===== config.mk =====
export PLATFORM = sky130hd
export DESIGN_NAME = cpc_pre
export DESIGN_NICKNAME = d
export VERILOG_FILES = /design/src/rtl/assert_macros.svh /design/src/rtl/cpc_pkg.sv /design/src/rtl/cpc_pre.sv
export SDC_FILE = /design/constraint.sdc
export NUM_CORES = 1
export LEC_CHECK = 0
export CORE_MARGIN = 2
export CORE_UTILIZATION = 39
export DETAILED_ROUTE_END_ITERATION = 16
export DONT_BUFFER_PORTS = 1
export GPL_TIMING_DRIVEN = 0
export SYNTH_ARGS = -nofsm -noshare
export SYNTH_HDL_FRONTEND = slang
export SYNTH_SLANG_ARGS = --single-unit

===== constraint.sdc =====
create_clock -name clk -period 0.8 [get_ports clk]
set_input_delay 0.08 -clock clk [delete_from_list [all_inputs] [get_ports clk]]
set_output_delay 0.08 -clock clk [all_outputs]
set_load 0.02 [all_outputs]

===== src/rtl/assert_macros.svh =====
// Assertion helpers used by the top-level RTL file of the converter.
`ifndef ASSERT_MACROS_SVH
`define ASSERT_MACROS_SVH

// The consequent must hold in the same cycle as the antecedent.
`define ASSERT_IMPLY(name, clk, rst_n, ante, cons) \
    name: assert property (@(posedge clk) disable iff (!rst_n) (ante) |-> (cons)) \
        else $error("assertion failed: same-cycle implication");

// The consequent must hold in the cycle after the antecedent.
`define ASSERT_NEXT(name, clk, rst_n, ante, cons) \
    name: assert property (@(posedge clk) disable iff (!rst_n) (ante) |=> (cons)) \
        else $error("assertion failed: next-cycle implication");

`endif


===== src/rtl/cpc_pkg.sv =====
`default_nettype none

package cpc_pkg;

    localparam int OPERAND_W          = 16;
    localparam int RESULT_W           = 17;
    localparam int STAGES_DEFAULT     = 16;
    localparam int DATA_WIDTH_DEFAULT = 16;
    localparam int MAX_STAGES         = 24;
    localparam int ANGLE_SHIFT        = 9;
    localparam int ANGLE_W            = RESULT_W + ANGLE_SHIFT;
    localparam int GUARD_BASE         = 12;
    localparam int GROWTH_W           = 7;

    localparam logic [23:0] GAIN_INV = 24'h9B74EE;

    localparam logic signed [ANGLE_W-1:0] HALF_TURN_Z = ANGLE_W'(180 * 65536);
    localparam logic signed [OPERAND_W:0] HALF_TURN_Q7 = 17'sd23040;
    localparam logic signed [OPERAND_W:0] QUARTER_Q7   = 17'sd11520;

    typedef enum logic {
        OP_TO_POLAR = 1'b0,
        OP_TO_CART  = 1'b1
    } op_t;

    typedef struct packed {
        logic valid;
        op_t  mode;
        logic zero;
    } ctl_t;

    // Arctangent of 2^-i in units of 1/65536 degree.
    function automatic logic [ANGLE_W-1:0] atan_deg(input int unsigned idx);
        logic [ANGLE_W-1:0] v;
        case (idx)
            0:       v = ANGLE_W'(2949120);
            1:       v = ANGLE_W'(1740967);
            2:       v = ANGLE_W'(919879);
            3:       v = ANGLE_W'(466945);
            4:       v = ANGLE_W'(234379);
            5:       v = ANGLE_W'(117304);
            6:       v = ANGLE_W'(58666);
            7:       v = ANGLE_W'(29335);
            8:       v = ANGLE_W'(14668);
            9:       v = ANGLE_W'(7334);
            10:      v = ANGLE_W'(3667);
            11:      v = ANGLE_W'(1833);
            12:      v = ANGLE_W'(917);
            13:      v = ANGLE_W'(458);
            14:      v = ANGLE_W'(229);
            15:      v = ANGLE_W'(115);
            16:      v = ANGLE_W'(57);
            17:      v = ANGLE_W'(29);
            18:      v = ANGLE_W'(14);
            19:      v = ANGLE_W'(7);
            20:      v = ANGLE_W'(4);
            21:      v = ANGLE_W'(2);
            22:      v = ANGLE_W'(1);
            default: v = '0;
        endcase
        return v;
    endfunction

endpackage

`default_nettype wire


===== src/rtl/cpc_pre.sv =====
`default_nettype none

module cpc_pre #(
    parameter int DATA_WIDTH = cpc_pkg::DATA_WIDTH_DEFAULT
) (
    input  wire logic                                   clk,
    input  wire logic                                   rst_n,
    input  wire logic                                   en,
    input  wire logic                                   in_valid,
    input  wire logic                                   opcode,
    input  wire logic signed [cpc_pkg::OPERAND_W-1:0]  operand_a,
    input  wire logic signed [cpc_pkg::OPERAND_W-1:0]  operand_b,
    output cpc_pkg::ctl_t                               ctl_o,
    output logic signed [DATA_WIDTH+cpc_pkg::GROWTH_W-1:0] x_o,
    output logic signed [DATA_WIDTH+cpc_pkg::GROWTH_W-1:0] y_o,
    output logic signed [cpc_pkg::ANGLE_W-1:0]          z_o
);

    localparam int XW    = DATA_WIDTH + cpc_pkg::GROWTH_W;
    localparam int GUARD = DATA_WIDTH - cpc_pkg::GUARD_BASE;
    localparam int AW    = cpc_pkg::ANGLE_W;
    localparam int NW    = cpc_pkg::OPERAND_W + 1;

    cpc_pkg::ctl_t         ctl_reg, ctl_next;
    logic signed [XW-1:0]  x_reg, x_next;
    logic signed [XW-1:0]  y_reg, y_next;
    logic signed [AW-1:0]  z_reg, z_next;

    logic signed [XW-1:0]  a_sc;
    logic signed [XW-1:0]  b_sc;
    logic signed [NW-1:0]  ang_in;
    logic signed [NW-1:0]  ang_wrap;
    logic signed [NW-1:0]  ang_fold;
    logic                  flip;

    always_comb
    begin
        a_sc   = XW'(operand_a) <<< GUARD;
        b_sc   = XW'(operand_b) <<< GUARD;
        ang_in = NW'(operand_b);

        if (ang_in > cpc_pkg::HALF_TURN_Q7)
        begin
            ang_wrap = ang_in - (cpc_pkg::HALF_TURN_Q7 <<< 1);
        end
        else if (ang_in <= -cpc_pkg::HALF_TURN_Q7)
        begin
            ang_wrap = ang_in + (cpc_pkg::HALF_TURN_Q7 <<< 1);
        end
        else
        begin
            ang_wrap = ang_in;
        end

        // Angles beyond a quarter turn are folded back and the vector is flipped.
        flip = 1'b0;
        if (ang_wrap > cpc_pkg::QUARTER_Q7)
        begin
            ang_fold = ang_wrap - cpc_pkg::HALF_TURN_Q7;
            flip     = 1'b1;
        end
        else if (ang_wrap < -cpc_pkg::QUARTER_Q7)
        begin
            ang_fold = ang_wrap + cpc_pkg::HALF_TURN_Q7;
            flip     = 1'b1;
        end
        else
        begin
            ang_fold = ang_wrap;
        end

        ctl_next.valid = in_valid;
        ctl_next.mode  = cpc_pkg::op_t'(opcode);
        ctl_next.zero  = (opcode == cpc_pkg::OP_TO_POLAR) && (operand_a == '0)
                         && (operand_b == '0);

        if (opcode == cpc_pkg::OP_TO_CART)
        begin
            x_next = flip ? -a_sc : a_sc;
            y_next = '0;
            z_next = AW'(ang_fold) <<< cpc_pkg::ANGLE_SHIFT;
        end
        else if (operand_a[cpc_pkg::OPERAND_W-1])
        begin
            // The left half-plane is mirrored so the iterations see x >= 0.
            x_next = -a_sc;
            y_next = -b_sc;
            z_next = operand_b[cpc_pkg::OPERAND_W-1] ? -cpc_pkg::HALF_TURN_Z
                                                      : cpc_pkg::HALF_TURN_Z;
        end
        else
        begin
            x_next = a_sc;
            y_next = b_sc;
            z_next = '0;
        end
    end

    always_ff @(posedge clk or negedge rst_n)
    begin
        if (!rst_n)
        begin
            ctl_reg <= '0;
        end
        else if (en)
        begin
            ctl_reg <= ctl_next;
        end
    end

    always_ff @(posedge clk)
    begin
        if (en)
        begin
            x_reg <= x_next;
            y_reg <= y_next;
            z_reg <= z_next;
        end
    end

    assign ctl_o = ctl_reg;
    assign x_o   = x_reg;
    assign y_o   = y_reg;
    assign z_o   = z_reg;

endmodule

`default_nettype wire


After elaboration in Yosys (flattened, before gate mapping)
Cells that the tools add are included.
{"block": "word_totals", "elab_cells": 38, "register_bits": 75, "out_inout_bits": 75, "mem_bits_rw": 0, "mem_bits_ro": 0, "memories": 0, "latch_bits": 0, "inputBits": 37}
{"block": "op_classes", "eq_ne": 0, "order_cmp": 4, "mul": 0, "bitwise": 2, "shifts": 0, "reduce_logical": 5, "mux": 13, "addsub": 6, "div_mod_pow": 0}
{"operator": "2-to-1 mux 23 bit", "n": 4}
{"operator": "2-to-1 mux 26 bit", "n": 3}
{"operator": "2-to-1 mux 17 bit", "n": 4}
{"operator": "negation 20 -> 23 bit", "n": 2}
{"operator": "zero test 16 bit", "n": 2}
{"operator": "adder 16 x 17 -> 17 bit (second input constant)", "n": 1}
{"operator": "adder 17 x 16 -> 17 bit (second input constant)", "n": 1}
{"operator": "greater-than comparator 17 x 15 -> 1 bit (second input constant)", "n": 1}
{"operator": "less-than comparator 17 x 15 -> 1 bit (second input constant)", "n": 1}
{"operator": "subtractor 16 x 17 -> 17 bit (second input constant)", "n": 1}
{"operator": "subtractor 17 x 16 -> 17 bit (second input constant)", "n": 1}
{"operator": "greater-than comparator 16 bit (second input constant)", "n": 1}
{"operator": "<= comparator 16 bit (second input constant)", "n": 1}
{"operator": "logical AND 1 bit", "n": 2}
{"operator": "2-to-1 mux 1 bit", "n": 2}
{"operator": "NOT 1 bit", "n": 2}
{"operator": "OR reduction 2 bit", "n": 1}

Depth between registers and ports, before layout
{"block": "logic_depth", "depth_word": 8, "ltp_mapped": 16, "depth_no_buf": 15}

Worst setup path before layout
Ideal clock, no wire load.
{"block": "synth_timing", "kind": "input-to-reg", "start": "input operand_b[10] (netlist name)", "end": "register z_reg[18], in the netlist z_o[18], data pin", "path_buffers": 0, "required_time_ps": 546, "arrival_time_ps": 2837, "setup_time_ps": 254, "slack_ps": -2291, "path_stages": 14, "path_cell_list": "inv_1 ha_1 nand2_1 or4_4 o21ai_4 a21oi_1 nor2_1 ha_1 a21oi_1 o32ai_1 a31oi_2 mux2_4 xnor2_1 a21o_1"}
{"block": "synth_via", "elab_chain_cells": 7, "word_cells_on_any_way": 13, "cone_classes": "add/sub (4); order compare (4); mux (5)"}
{"element": "from (decl)", "line": "cpc_pre.sv:12", "text": "input wire logic signed [cpc_pkg::OPERAND_W-1:0] operand_b,"}
{"element": "adder 16 x 17 -> 17 bit or <= comparator 16 bit (tied branches)", "line": "cpc_pre.sv:48, cpc_pre.sv:46"}
{"element": "2-to-1 mux 17 bit", "line": "cpc_pre.sv:46", "text": "else if (ang_in <= -cpc_pkg::HALF_TURN_Q7)"}
{"element": "2-to-1 mux 17 bit (*)", "line": "cpc_pre.sv:42", "text": "if (ang_in > cpc_pkg::HALF_TURN_Q7)"}
{"element": "less-than comparator 17 x 15 -> 1 bit or adder 17 x 16 -> 17 bit (tied branches)", "line": "cpc_pre.sv:62, cpc_pre.sv:64"}
{"element": "2-to-1 mux 17 bit", "line": "cpc_pre.sv:62", "text": "else if (ang_wrap < -cpc_pkg::QUARTER_Q7)"}
{"element": "2-to-1 mux 17 bit (*)", "line": "cpc_pre.sv:57", "text": "if (ang_wrap > cpc_pkg::QUARTER_Q7)"}
{"element": "2-to-1 mux 26 bit (*)", "line": "cpc_pre.sv:77", "text": "if (opcode == cpc_pkg::OP_TO_CART)"}
{"element": "via z_next[18]", "line": "cpc_pre.sv:27", "text": "logic signed [AW-1:0] z_reg, z_next;"}
{"element": "to (signal assigned)", "line": "cpc_pre.sv:117", "text": "z_reg <= z_next;"}
{"element": "to (decl)", "line": "cpc_pre.sv:27"}
Mark *: on every way through the listed nets, which the timed path passes. The rest lies on a longest branch.
A chain may end at the register's enable or synchronous reset.

Worst setup path after layout
{"block": "layout_timing", "start": "input operand_b[10] (netlist name)", "end": "register z_reg[20], in the netlist z_o[20], data pin"}
{"block": "layout_via", "elab_chain_cells": 7, "word_cells_on_any_way": 13, "cone_classes": "add/sub (4); order compare (4); mux (5)"}
{"element": "adder 16 x 17 -> 17 bit or <= comparator 16 bit (tied branches)", "line": "cpc_pre.sv:48, cpc_pre.sv:46"}
{"element": "2-to-1 mux 17 bit", "line": "cpc_pre.sv:46"}
{"element": "2-to-1 mux 17 bit (*)", "line": "cpc_pre.sv:42"}
{"element": "adder 17 x 16 -> 17 bit or less-than comparator 17 x 15 -> 1 bit (tied branches)", "line": "cpc_pre.sv:64, cpc_pre.sv:62"}
{"element": "2-to-1 mux 17 bit", "line": "cpc_pre.sv:62"}
{"element": "2-to-1 mux 17 bit (*)", "line": "cpc_pre.sv:57"}
{"element": "2-to-1 mux 26 bit (*)", "line": "cpc_pre.sv:77"}
{"element": "via z_next[20]", "line": "cpc_pre.sv:27"}
Marked as above.

==> impl_metrics.json <==
{
  "status": "finished with violations",
  "violations": "negative hold slack, negative setup slack",
  "fin_util_pct": 58.1,
  "synth_edf_count": 55,
  "synth_cell_type_count": 69,
  "firstDrtPassIters": 4,
  "crit_family": "compound AO/OA/AOI/OAI gates",
  "cts_tree": "yes",
  "cap_viol_max_count": 0,
  "io_buffer_count": 0,
  "clk_latency_ns": 0.32,
  "chipWidth_um": 102,
  "syn_to_final_growth_pct": 43.7,
  "num_vias": 3096,
  "grt_first_pass_wirelength_um": 15200,
  "endpoint_kind": "flip-flop",
  "drc": 0,
  "synth_area_mm2": 0.00375,
  "cts.sinks": 58,
  "holdBufCountCts": 27,
  "antenna_found_initial": 0,
  "holdWs_ns": -0.136,
  "ys.flop_type": "edfxtp_1",
  "clockRootBuffer": "clkbuf_8",
  "grt_pass1_vias": 3044,
  "finalWorstSetupSlack_ns": -1.89,
  "max_freq_mhz": 371,
  "drt_iter0_markers": 176,
  "yosysSeqAreaShare_pct": 46.0,
  "worst-path-max-fanout": 9,
  "post-route-period-util_pct": 336,
  "power_mw": 8.69,
  "power_density_mw_per_mm2": 1610,
  "dp_slack_ns": -2.58,
  "critPathLaunchType": "input port",
  "ys_ff_latch": 58,
  "yosysTopAreaCell": "edfxtp_1",
  "finalCriticalPeriod_ns": 2.69,
  "synthCells": 362,
  "relSlewSlack_pct": 60.1,
  "die_area_mm2": 0.0104,
  "yosysMostFrequentCell": "edfxtp_1",
  "clock_skew_ns": 0,
  "core_mm2": 0.00928,
  "grt_max_degree": 60,
  "antenna_left": 0,
  "dp_hpwl_um": 6510,
  "cp.buffers_inverters": 3,
  "cts_buffers": 9,
  "drt-total-wl_um": 10200,
  "synth_top_area_share_pct": 44.0,
  "critical_path_class": "input port to flip-flop",
  "slowest_stage": "o32ai_2",
  "synth_common_cells": "edfxtp_1 (55), nand2_1 (37), nor2_1 (36), xnor2_1 (22), buf_4 (18)",
  "setup_tns_ns": -58.64,
  "diodes": 0,
  "via_per_inst": 5.31,
  "avgSynthCellArea_um2": 10.4,
  "slowest_delay_ns": 0.54,
  "htree_levels": 3,
  "worstMarginPinSlew_ns": 0.598,
  "hp-class": "input port to flip-flop",
  "start_util_pct": 40.4,
  "path_clk_slew_ns": 0.06,
  "synth_warnings": 0,
  "rows": 35,
  "globalplace.congestion": 0.894,
  "leakage_nw": 2.03,
  "hold_violations": 58,
  "worstPathCellList": "clkinvlp_4, ha_4, nand2_2, or4_4, o21ai_4, buf_4, mux2i_1, o32ai_2, a31oi_4, buf_12, o32ai_4, xor2_1, a21o_1",
  "fin_nets": 501,
  "io_pins": 112,
  "cts.path.max_buffers": 2,
  "rsz0062_at_grt": "true",
  "grt-ovfl-total": 0,
  "synth_area_leaders": "edfxtp_1 (44%), xnor2_1 (5.1%), ha_1 (5.0%)",
  "worst_ir_drop_vdd_mv": 0.911,
  "crit_required_ns": 0.88,
  "dieHeight_um": 102,
  "arrival_ns": 2.78,
  "drt-wirelength-per-cell_um": 17.5,
  "finalSetupViolations": 100,
  "finalMaxSlewViolations": 0,
  "drive_gt1_share_pct": 38.5,
  "synth_async_sr_flop_share_pct": 5.17,
  "grt_usage_pct": 18.8
}
## path summary, 6_finish.rpt
check,start,endpoint,slack (ns),cells past startpoint
worst max-delay path,operand_b[10],z_o[20],-1.89,13
worst max register to register,ctl_o[2],ctl_o[2],-0.06,1
max in group asynchronous,rst_n,ctl_o[2],0.08,2
min in group asynchronous,rst_n,ctl_o[1],0.55,2
worst min-delay path,en,y_o[16],-0.14,0
worst min register to register,ctl_o[0],ctl_o[0],0.61,2
## placed cells by master (no fill, tap or decap), types with 4 or more instances in the layout
master,count
nor2_4,4
edfxtp_1,55
xnor2_1,15
buf_6,9
conb_1,17
ha_1,10
nand2_2,10
o21ai_2,7
ha_4,5
o21ai_0,4
nand2_4,6
or4_4,4
inv_1,6
o21ai_1,4
dlygate4sd3_1,25
nand3b_1,4
a21o_1,5
buf_4,40
xor2_1,8
nand2_1,21
a21oi_1,6
nor2_1,30
nor3_1,7
clkbuf_1,5
nand3_1,4
clkbuf_8,10
nand2b_1,6
xnor2_2,7
and2_1,8
## metrics by stage
stage	area (µm²)	std cells
floorplan	3940	378
global placement	4100	507
detailed placement	4100	507
CTS	4970	571
global route	5390	583
finish	5390	583
## kinds of logic (layout without fill, tap and decap cells)
group / after synthesis / after routing / synth area share [%]
AND/OR/NAND/NOR: 140 / 140 / 19.1
AO/OA/AOI/OAI: 70 / 70 / 14.7
flip-flops: 58 / 58 / 46.0
buffers and inverters: 42 / 118 / 6.27
XOR/XNOR: 30 / 30 / 7.00
adder cells (fa/ha/maj): 15 / 15 / 5.00
multiplexers: 6 / 6 / 1.83
other: 1 / 17 / 0.0999
## layer usage
| layer | wire length (µm) | global-route usage (%) |
|---|---|---|
| met3 | 494 | 3.76 |
| met1 | 4090 | 23.0 |
| met4 | 223 | 6.67 |
| met2 | 5400 | 33.0 |
| met5 | 0 | 0 |
## area by class of cell
class | instances | area (µm²)
clock inverters | 5 | 21.3
multi-input cells | 278 | 2470
clock buffers | 11 | 131
inverters | 13 | 70.1
flip-flops and latches | 58 | 1730
fillers | 803 | 3890
well taps | 129 | 161
repair buffers | 60 | 573
plain buffers | 29 | 231
## sequential cells by signal, indices dropped and copies added (netlist names)
signal / count
ctl_o: 3
x_o: 19
y_o: 19
z_o: 17
## power breakdown
group	switching, mW	total [mW]	internal, mW
sequential	0.535	4.30	3.76
combinational	1.13	2.23	1.10
clock	1.09	2.17	1.08
total	2.75	8.69	5.94
## timing repair
action | in CTS | in global routing
setup buffers | 20 | 13
hold endpoints to repair | 92 | 58
setup endpoints to repair | 100 | 103
cloned | 1 | 0
gates resized for setup | 70 | 57
pin swaps | 33 | 29
No activity file was read; power rests on OpenSTA's default activity.
