**src/rtl/assert_macros.svh**
```systemverilog
// Assertion helpers used by the top-level RTL file of the converter.
`ifndef ASSERT_MACROS_SVH
`define ASSERT_MACROS_SVH

// The consequent must hold in the same cycle as the antecedent.
`define ASSERT_IMPLY(name, clk, rst_n, ante, cons) \
    name: assert property (@(posedge clk) disable iff (!rst_n) (ante) |-> (cons)) \
        else $error("assertion failed: same-cycle implication");

// The consequent must hold in the cycle after the antecedent.
`define ASSERT_NEXT(name, clk, rst_n, ante, cons) \
    name: assert property (@(posedge clk) disable iff (!rst_n) (ante) |=> (cons)) \
        else $error("assertion failed: next-cycle implication");

`endif

```
**src/rtl/cpc_pkg.sv**
```systemverilog
`default_nettype none

package cpc_pkg;

    localparam int OPERAND_W          = 16;
    localparam int RESULT_W           = 17;
    localparam int STAGES_DEFAULT     = 16;
    localparam int DATA_WIDTH_DEFAULT = 16;
    localparam int MAX_STAGES         = 24;
    localparam int ANGLE_SHIFT        = 9;
    localparam int ANGLE_W            = RESULT_W + ANGLE_SHIFT;
    localparam int GUARD_BASE         = 12;
    localparam int GROWTH_W           = 7;

    localparam logic [23:0] GAIN_INV = 24'h9B74EE;

    localparam logic signed [ANGLE_W-1:0] HALF_TURN_Z = ANGLE_W'(180 * 65536);
    localparam logic signed [OPERAND_W:0] HALF_TURN_Q7 = 17'sd23040;
    localparam logic signed [OPERAND_W:0] QUARTER_Q7   = 17'sd11520;

    typedef enum logic {
        OP_TO_POLAR = 1'b0,
        OP_TO_CART  = 1'b1
    } op_t;

    typedef struct packed {
        logic valid;
        op_t  mode;
        logic zero;
    } ctl_t;

    // Arctangent of 2^-i in units of 1/65536 degree.
    function automatic logic [ANGLE_W-1:0] atan_deg(input int unsigned idx);
        logic [ANGLE_W-1:0] v;
        case (idx)
            0:       v = ANGLE_W'(2949120);
            1:       v = ANGLE_W'(1740967);
            2:       v = ANGLE_W'(919879);
            3:       v = ANGLE_W'(466945);
            4:       v = ANGLE_W'(234379);
            5:       v = ANGLE_W'(117304);
            6:       v = ANGLE_W'(58666);
            7:       v = ANGLE_W'(29335);
            8:       v = ANGLE_W'(14668);
            9:       v = ANGLE_W'(7334);
            10:      v = ANGLE_W'(3667);
            11:      v = ANGLE_W'(1833);
            12:      v = ANGLE_W'(917);
            13:      v = ANGLE_W'(458);
            14:      v = ANGLE_W'(229);
            15:      v = ANGLE_W'(115);
            16:      v = ANGLE_W'(57);
            17:      v = ANGLE_W'(29);
            18:      v = ANGLE_W'(14);
            19:      v = ANGLE_W'(7);
            20:      v = ANGLE_W'(4);
            21:      v = ANGLE_W'(2);
            22:      v = ANGLE_W'(1);
            default: v = '0;
        endcase
        return v;
    endfunction

endpackage

`default_nettype wire

```
**src/rtl/cpc_post.sv**
```systemverilog
`default_nettype none

module cpc_post #(
    parameter int DATA_WIDTH = cpc_pkg::DATA_WIDTH_DEFAULT
) (
    input  wire logic                                      clk,
    input  wire logic                                      rst_n,
    input  wire logic                                      en,
    input  wire cpc_pkg::ctl_t                             ctl_i,
    input  wire logic signed [DATA_WIDTH+cpc_pkg::GROWTH_W-1:0] x_i,
    input  wire logic signed [DATA_WIDTH+cpc_pkg::GROWTH_W-1:0] y_i,
    input  wire logic signed [cpc_pkg::ANGLE_W-1:0]        z_i,
    output logic                                           valid_o,
    output logic signed [cpc_pkg::RESULT_W-1:0]            result_a,
    output logic signed [cpc_pkg::RESULT_W-1:0]            result_b
);

    localparam int XW    = DATA_WIDTH + cpc_pkg::GROWTH_W;
    localparam int GUARD = DATA_WIDTH - cpc_pkg::GUARD_BASE;
    localparam int AW    = cpc_pkg::ANGLE_W;
    localparam int RW    = cpc_pkg::RESULT_W;
    localparam int LW    = XW / 2;
    localparam int HW    = XW - LW;
    localparam int PLW   = LW + 24;
    localparam int PHW   = HW + 25;
    localparam int FW    = XW + 25;
    localparam int SH    = 24 + GUARD;

    localparam logic [PLW-1:0]        GAIN_L = PLW'(cpc_pkg::GAIN_INV);
    localparam logic signed [PHW-1:0] GAIN_H = PHW'({1'b0, cpc_pkg::GAIN_INV});
    localparam logic [FW-1:0]         RND    = FW'(1) << (SH - 1);
    localparam logic signed [AW-1:0]  Z_RND  = AW'(1) <<< (cpc_pkg::ANGLE_SHIFT - 1);

    cpc_pkg::ctl_t          ctl1_reg;
    logic [PLW-1:0]         pxl_reg, pxl_next;
    logic [PLW-1:0]         pyl_reg, pyl_next;
    logic signed [PHW-1:0]  pxh_reg, pxh_next;
    logic signed [PHW-1:0]  pyh_reg, pyh_next;
    logic [RW-1:0]          zr_reg, zr_next;
    logic signed [HW-1:0]   xh;
    logic signed [HW-1:0]   yh;
    logic signed [AW-1:0]   zsum;

    logic                   valid_reg;
    logic [RW-1:0]          ra_reg, ra_next;
    logic [RW-1:0]          rb_reg, rb_next;
    logic [FW-1:0]          fx;
    logic [FW-1:0]          fy;

    // The gain correction is split into low and high partial products.
    always_comb
    begin
        xh       = x_i[XW-1:LW];
        yh       = y_i[XW-1:LW];
        pxl_next = PLW'(x_i[LW-1:0]) * GAIN_L;
        pyl_next = PLW'(y_i[LW-1:0]) * GAIN_L;
        pxh_next = PHW'(xh) * GAIN_H;
        pyh_next = PHW'(yh) * GAIN_H;
        zsum     = z_i + Z_RND;
        zr_next  = zsum[AW-1:cpc_pkg::ANGLE_SHIFT];
    end

    always_comb
    begin
        fx = (FW'(pxh_reg) << LW) + FW'(pxl_reg) + RND;
        fy = (FW'(pyh_reg) << LW) + FW'(pyl_reg) + RND;
        if (ctl1_reg.mode == cpc_pkg::OP_TO_CART)
        begin
            ra_next = fx[SH+RW-1:SH];
            rb_next = fy[SH+RW-1:SH];
        end
        else if (ctl1_reg.zero)
        begin
            ra_next = '0;
            rb_next = '0;
        end
        else
        begin
            ra_next = fx[SH+RW-1:SH];
            rb_next = zr_reg;
        end
    end

    always_ff @(posedge clk or negedge rst_n)
    begin
        if (!rst_n)
        begin
            ctl1_reg  <= '0;
            valid_reg <= 1'b0;
        end
        else if (en)
        begin
            ctl1_reg  <= ctl_i;
            valid_reg <= ctl1_reg.valid;
        end
    end

    always_ff @(posedge clk)
    begin
        if (en)
        begin
            pxl_reg <= pxl_next;
            pyl_reg <= pyl_next;
            pxh_reg <= pxh_next;
            pyh_reg <= pyh_next;
            zr_reg  <= zr_next;
            ra_reg  <= ra_next;
            rb_reg  <= rb_next;
        end
    end

    assign valid_o  = valid_reg;
    assign result_a = $signed(ra_reg);
    assign result_b = $signed(rb_reg);

endmodule

`default_nettype wire

```
**config.mk**
```make
export PLATFORM = sky130hd
export DESIGN_NAME = cpc_post
export DESIGN_NICKNAME = d
export VERILOG_FILES = /design/src/rtl/assert_macros.svh /design/src/rtl/cpc_pkg.sv /design/src/rtl/cpc_post.sv
export SDC_FILE = /design/constraint.sdc
export NUM_CORES = 1
export LEC_CHECK = 0
export BUFFER_PORTS_ARGS = -buffer_cell sky130_fd_sc_hd__buf_2
export CORE_AREA = 4 4 274 249
export DETAILED_ROUTE_END_ITERATION = 8
export DIE_AREA = 0 0 278 253
export HOLD_SLACK_MARGIN = 0.08
export PLACE_DENSITY = 0.64
export SYNTH_ARGS = -nofsm -noshare
export SYNTH_HDL_FRONTEND = slang
export SYNTH_SLANG_ARGS = --single-unit
```
**constraint.sdc**
```tcl
create_clock -name clk -period 4.3 [get_ports clk]
set_clock_uncertainty 0.2 [all_clocks]
set_input_delay 0.86 -clock clk [delete_from_list [all_inputs] [get_ports clk]]
set_output_delay 0.86 -clock clk [all_outputs]
set_load 0.01 [all_outputs]
```
* Word-level counts from Yosys, hierarchy flattened
Index checks and enable logic that the tools add are counted.
** Cells by class
- $add $sub $neg :: 5
- Multipliers :: 4
- Mux-type cells :: 4
** Operators by type and width (count)
- $add 45x28->45 const B :: 2
- $add 45x35->45 :: 2
- $mul 11x23->34 const B :: 2
- $mux 17 :: 4
- $mul 12x24->33 const B :: 2
- $add 26x10->26 const B :: 1
** Word-level totals
- Bits in registers :: 189
- Input bits :: 78
- Word-level logic and storage cells :: 24

* Logic depth before layout (Yosys ltp)
Gate-level depths: netlist (run 1).
- Depth after elaboration :: 4
- Gate-level depth with buffers :: 21

* Least setup slack after synthesis (run 1)
Ideal clock, no wire load.
- Path kind :: input port to flip-flop
- From :: input x_i[5] (netlist name)
- To :: register pxl_reg[34] (data pin)
- Setup time :: 0.266 ns
- Arrival time :: 5.519 ns
- Required time :: 3.834 ns
- Path slack :: -1.685 ns
- Stages on the path :: 18
- Path buffers :: 0
- Path through :: fa_1 > inv_1 > fa_1 > fa_1 > fa_1 > fa_1 > inv_1 > ha_1 > a211o_1 > a21oi_1 > a21oi_1 > a221o_1 > o211ai_1 > a31oi_1 > a21o_1 > nand2_1 > o221ai_1 > xor2_1
** Between the ends
- Cells in the longest elaborated chain, start to end :: 1
** Ends and longest elaborated chain
- from (decl) :: line cpc_post.sv:10 : input wire logic signed [DATA_WIDTH+cpc_pkg::GROWTH_W-1:0] x_i,
- $mul 11x23->34 :: line cpc_post.sv:55 : pxl_next = PLW'(x_i[LW-1:0]) * GAIN_L;
- named net pxl_next[34] :: line cpc_post.sv:35 : logic [PLW-1:0] pxl_reg, pxl_next;
- to (signal assigned) :: line cpc_post.sv:102 : pxl_reg <= pxl_next;
- to (decl) :: line cpc_post.sv:35
The timed path passes the listed nets, and every way through them passes these cells.
A chain may end at the register's enable or synchronous reset.

* Final worst setup path (run 1)
- From :: input y_i[9] (netlist name)
- To :: register pyl_reg[32] (data pin)
** Between the ends
- Cells in the longest elaborated chain, start to end :: 1
** Ends and longest elaborated chain
- from (decl) :: line cpc_post.sv:11 : input wire logic signed [DATA_WIDTH+cpc_pkg::GROWTH_W-1:0] y_i,
- $mul 11x23->34 :: line cpc_post.sv:56 : pyl_next = PLW'(y_i[LW-1:0]) * GAIN_L;
- named net pyl_next[32] :: line cpc_post.sv:36 : logic [PLW-1:0] pyl_reg, pyl_next;
- to (signal assigned) :: line cpc_post.sv:103 : pyl_reg <= pyl_next;
- to (decl) :: line cpc_post.sv:36
The timed path passes the listed nets, and every way through them passes these cells.

==> results of run 1 <==
## synthesized netlist by cell type (all sizes together), types with 17 or more instances
| cell type | count |
|---|---|
| a21o | 45 |
| edfxtp | 163 |
| nor3 | 23 |
| nor2 | 96 |
| o21ai | 63 |
| a21oi | 94 |
| and3 | 17 |
| inv | 638 |
| nand3 | 25 |
| xor2 | 41 |
| xnor2 | 91 |
| ha | 481 |
| nor2b | 21 |
| nand2 | 71 |
| fa | 382 |
| o21a | 23 |
## worst reg2reg max path, stage by stage (launching register included)
cell and delay, ns:
edfxtp_1 0.37, ha_1 0.32, ha_1 0.36, a21oi_1 0.30, o21ai_1 0.16, a211oi_1 0.38
o2111ai_1 0.23, a221oi_1 0.45, buf_4 0.20, o21ai_1 0.10, buf_4 0.17, nand3_1 0.13
xor2_1 0.19, nor2_1 0.06
## cell type report
type | instances | area, um^2 | area share [%]
Clock buffer | 21 | 440 | 1.27
Inverter | 638 | 2400 | 6.91
Tap cell | 864 | 1080 | 3.11
Sequential cell | 167 | 4990 | 14.4
Timing Repair Buffer | 684 | 5300 | 15.2
Clock inverter | 11 | 100 | 0.288
Multi-Input combinational cell | 1635 | 20400 | 58.8
## metrics by stage
stage | hold WS (ns) | setup WS (ns) | TNS (ns) | util, %
finish | 0.312 | -1.43 | -81.17 | 53.3
global route | 0.336 | -1.59 | -94.36 | 53.3
CTS | 0.313 | -1.36 | -76.56 | 52.0
detailed placement | 0.295 | -1.99 | -134.95 | 49.2
global placement | 0.285 | -1.94 | -130.68 | 49.2
floorplan | 0.275 | -1.48 | -81.04 | -
## worst max-delay path by stage
stage / start / endpoint / slack, ns / depth (start not counted)
6_report: y_i[9] / pyl_reg[32] / -1.43 / 21
5_1_grt: y_i[9] / pyl_reg[32] / -1.59 / 20
4_1_cts: y_i[9] / pyl_reg[34] / -1.36 / 20
3_5_place_dp: y_i[6] / pyl_reg[34] / -1.99 / 22
3_3_place_gp: y_i[6] / pyl_reg[34] / -1.94 / 22
2_1_floorplan: x_i[7] / pxl_reg[34] / -1.48 / 18
## cell families after synthesis
| family | Yosys count | share of synthesized area (%) |
|---|---|---|
| multiplexers | 4 | 0.169 |
| AND/OR/NAND/NOR | 316 | 5.86 |
| AO/OA/AOI/OAI | 320 | 8.05 |
| XOR/XNOR | 132 | 4.46 |
| buffers and inverters | 646 | 9.39 |
| adder cells (fa/ha/maj) | 863 | 52.8 |
| flip-flops | 167 | 19.3 |
## repair_timing
action,in CTS,in global routing
setup buffers,32,38
pin swaps,205,128
gates resized for setup,249,134
endpoints found under the hold margin,4,0
hold buffers,1,0
setup endpoints to repair,92,93
cloned,0,0
## per-layer routing
| metal | vias to the layer above | routed length (um) |
|---|---|---|
| met4 | 0 | 1390 |
| met1 | 9540 | 28100 |
| li1 | 9326 | - |
| met3 | 88 | 2100 |
| met2 | 284 | 34700 |
| met5 | - | 0 |
==> flow_summary.json, run 1 <==
{
  "cts_tree": "built",
  "numPortBuffers": 104,
  "insertion_delay_ns": 0.45,
  "synth-edff-count": 163,
  "coreArea_mm2": 0.0653,
  "path_buf_inv": 5,
  "start_kind": "input pin",
  "fp.dieH_um": 253,
  "via_per_inst": 4.79,
  "yosysSeqAreaShare_pct": 19.3,
  "vias": 19200,
  "violations": "negative setup slack",
  "synth-async-reset-ratio_pct": 2.40,
  "io_pins": 113,
  "layout.cells.non_filler": 4020,
  "diodes": 0,
  "root_buffer": "clkbuf_16",
  "drive_above_1_share_pct": 33.6,
  "min_to": "valid_o",
  "hpwl_mm": 57.5,
  "final_area_mm2": 0.0348,
  "synth_top_cell_by_area": "fa_1",
  "avgSynthCellArea_um2": 10.6,
  "finalCritPeriodShare_pct": 133,
  "cpMaxStageDelayCell": "fa_2",
  "grt_usage_pct": 19.2,
  "cp_common_cell": "fa_2",
  "drc_errors": 0,
  "fp.dieW_um": 278,
  "cts_inserted_buffers": 17,
  "max_slew_margin_pct": 23.3,
  "hp-start": "valid_o",
  "synth.cell_area_mm2": 0.0259,
  "cp.arrival_ns": 5.72,
  "yosysTopAreaCellShare_pct": 29.5,
  "clk_pin_slew_ns": 0.06,
  "wl_per_cell_um": 16.5,
  "drv_cap": 0,
  "clk_path_buf_depth": 2,
  "finalWorstSetupSlack_ns": -1.43,
  "crit_family": "adder cells",
  "worstMarginPinSlew_ns": 1.15,
  "ys_types": 64,
  "overflow": 0,
  "clock_sinks": 167,
  "area_growth_pct": 34.2,
  "place_area_mm2": 0.0321,
  "max_stage_delay_ns": 0.54,
  "first_pass_iters": 4,
  "dp.cells": 3934,
  "final_common_cell": "inv_1",
  "synth.area.top_cells": "fa_1 30%, ha_1 23%, edfxtp_1 19%, inv_1 9.2%, xnor2_1 3.1%",
  "r2r_end": "result_a[11]",
  "core.rowCount": 89,
  "finalMaxSlewViolations": 0,
  "clock.fmax_mhz": 175,
  "grt_max_degree": 77,
  "die_area_mm2": 0.0703,
  "gr-max-usage-layer": "met2",
  "r2r_slack_ns": 0.39,
  "min_path_type": "reg2reg",
  "most-common-layout-cells": "579 x inv_1, 531 x buf_4, 396 x ha_1",
  "status": "finished with violations",
  "hold_violations": 0,
  "grt_pass1_wl_mm": 108,
  "synthCells": 2448,
  "wl_mm": 66.2,
  "worstHoldPathCells": 1,
  "cts_htree_levels": 4,
  "fin_crit_ns": 5.73,
  "synth.net_count": 3389,
  "drt.antenna.violating_nets": 0,
  "drtIter0Drc": 846,
  "r2r_start": "pxl_reg[26]",
  "synth_flop_cell": "edfxtp_1",
  "crit_type": "in2reg",
  "fin_nets": 4084,
  "grt_antenna_before_repair": 0,
  "place_congestion": 0.953,
  "grt_use_met3_pct": 2.68,
  "rsz0062_at_grt": "yes",
  "met2_usage_pct": 35.6,
  "end_kind": "flop",
  "grt_util_met1_pct": 23.8,
  "worstPathRequired_ns": 4.29,
  "path_cells": "buf_12, fa_2, buf_4, fa_2, inv_1, fa_1, fa_2, inv_1, fa_1, ha_2, a21o_1, a21oi_1, nor2b_1, nor4_2, o41a_1, nor2_2, nor3_2, buf_4, a21oi_2, o41ai_2, xnor2_1",
  "setup_violations": 91,
  "ys_seq_elements": 167,
  "start_util_pct": 39.7,
  "yosysWarnings": 0,
  "grt_pass1_vias": 21600,
  "path_max_fanout": 5,
  "fillers": 5672,
  "reg2regPathDepth": 13
}
Power of run 1 is left out: the tool's default activity adds up to more than one toggle a clock period on the data nets, which glitch-free logic cannot reach.
==> run 2: changes to the inputs <==
--- a/config.mk
+++ b/config.mk
@@ -6,11 +6,11 @@
 export NUM_CORES = 1
 export LEC_CHECK = 0
 export BUFFER_PORTS_ARGS = -buffer_cell sky130_fd_sc_hd__buf_2
-export CORE_AREA = 4 4 274 249
+export CORE_AREA = 4 4 248 226
 export DETAILED_ROUTE_END_ITERATION = 8
-export DIE_AREA = 0 0 278 253
+export DIE_AREA = 0 0 252 230
 export HOLD_SLACK_MARGIN = 0.08
-export PLACE_DENSITY = 0.64
+export PLACE_DENSITY = 0.74
 export SYNTH_ARGS = -nofsm -noshare
 export SYNTH_HDL_FRONTEND = slang
 export SYNTH_SLANG_ARGS = --single-unit
==> flow_summary.json, run 2 (synthesis results as in run 1) <==
{
  "start_kind": "input pin",
  "status": "finished with violations",
  "io_pins": 113,
  "path_cells": "buf_8, fa_2, inv_2, fa_2, inv_2, fa_2, fa_1, fa_2, ha_4, a21o_1, a21oi_2, o21ai_2, nor4_2, o41a_1, nor2_2, nor3_2, buf_4, o211ai_1, and2_1, xor2_1",
  "setup_violations": 90,
  "worstPathRequired_ns": 4.30,
  "via_per_inst": 5.06,
  "grt_antenna_before_repair": 2,
  "hold_violations": 0,
  "vias": 19600,
  "seq_area_mm2": 0.00499,
  "place_congestion": 0.976,
  "area_growth_pct": 33.7,
  "final_common_cell": "inv_1",
  "drv_cap": 0,
  "fillers": 4054,
  "drt.antenna.violating_nets": 0,
  "grt_pass1_vias": 21900,
  "die_area_mm2": 0.0580,
  "path_max_fanout": 3,
  "violations": "negative setup slack",
  "diodes": 0,
  "cts_inserted_buffers": 17,
  "cpMaxStageDelayCell": "fa_2",
  "finalCritPeriodShare_pct": 133,
  "rsz0062_at_grt": "yes",
  "multi_input_area_mm2": 0.0204,
  "wl_per_cell_um": 17.5,
  "hpwl_mm": 56.5,
  "min_path_type": "reg2reg",
  "fin_nets": 4085,
  "cts_tree": "built",
  "cts_htree_levels": 4,
  "grt_max_degree": 76,
  "drive_above_1_share_pct": 33.6,
  "finalWorstSetupSlack_ns": -1.40,
  "grt_pass1_wl_mm": 110,
  "holdWs_ns": 0.311,
  "numPortBuffers": 104,
  "most-common-layout-cells": "580 x inv_1, 523 x buf_4, 405 x ha_1",
  "fin_crit_ns": 5.70,
  "insertion_delay_ns": 0.44,
  "fp.dieW_um": 252,
  "drc_errors": 0,
  "clock.fmax_mhz": 175,
  "end_kind": "flop",
  "clk_path_buf_depth": 2,
  "first_pass_iters": 5,
  "grt_usage_pct": 23.7,
  "max_slew_margin_pct": 17.1,
  "finalMaxSlewViolations": 0,
  "coreArea_mm2": 0.0537,
  "clk_pin_slew_ns": 0.07,
  "drtIter0Drc": 951,
  "worstMarginPinSlew_ns": 1.24,
  "wl_mm": 67.6,
  "clock_sinks": 167,
  "fp.dieH_um": 230,
  "core.rowCount": 81,
  "root_buffer": "clkbuf_16",
  "crit_type": "in2reg",
  "cp.arrival_ns": 5.70,
  "start_util_pct": 48.2,
  "cp_common_cell": "fa_2",
  "max_stage_delay_ns": 0.58,
  "overflow": 0
}
==> run 2: layer usage <==
metal / routed length [um] / global-route usage [%] / share of wire, %
met5: 27 / 0 / 0.040
met2: 34900 / 42.7 / 52
met4: 1500 / 4.46 / 2.2
met1: 28700 / 30.7 / 42
met3: 2430 / 3.31 / 3.6
==> run 2: worst paths after layout <==
path | from | endpoint | slack, ns | cells after the start
max in group asynchronous | rst_n | ctl1_reg[0] | 3.13 | 2
worst max-delay path | y_i[10] | pyl_reg[33] | -1.40 | 20
worst min register to register | valid_o | valid_o | 0.31 | 1
worst max register to register | pyl_reg[14] | result_b[13] | 0.41 | 12
worst min-delay path | valid_o | valid_o | 0.31 | 1
min in group asynchronous | rst_n | valid_o | 0.60 | 2
==> run 2: timing repair <==
action / CTS / global route
endpoints found under the setup margin: 93 / 93
resized for setup: 267 / 136
hold buffers: 1 / 0
pin swaps: 204 / 141
hold endpoints to repair: 4 / 0
buffers inserted: 73 / 26
==> run 2: through the flow <==
| step | utilization [%] | setup WS, ns | cell area [um^2] | setup TNS, ns | std cells |
|---|---|---|---|---|---|
| floorplan | - | -1.48 | 26600 | -81.04 | 2448 |
| global placement | 59.2 | -1.88 | 31800 | -128.46 | 3759 |
| detailed placement | 59.2 | -1.98 | 31800 | -133.62 | 3759 |
| CTS | 63.2 | -1.36 | 33900 | -76.28 | 3848 |
| global route | 64.4 | -1.57 | 34600 | -91.31 | 3862 |
| finish | 64.4 | -1.40 | 34600 | -79.47 | 3862 |
==> run 2: final cells by class <==
cell class / count / area share (%)
inverters: 638 / 6.94
multi-input cells: 1635 / 58.9
clock buffers: 24 / 1.39
repair buffers: 685 / 15.6
well taps: 705 / 2.55
clock inverters: 8 / 0.257
flip-flops and latches: 167 / 14.4
==> run 2: critical path: cells and delay by family <==
family	cells	cell delay, ns
AO/OA/AOI/OAI	5	0.81
XOR/XNOR	1	0.13
adder cells (fa/ha/maj)	6	2.79
buffers and inverters	4	0.37
AND/OR/NAND/NOR	4	0.73
Power of run 2 is left out for the same reason.
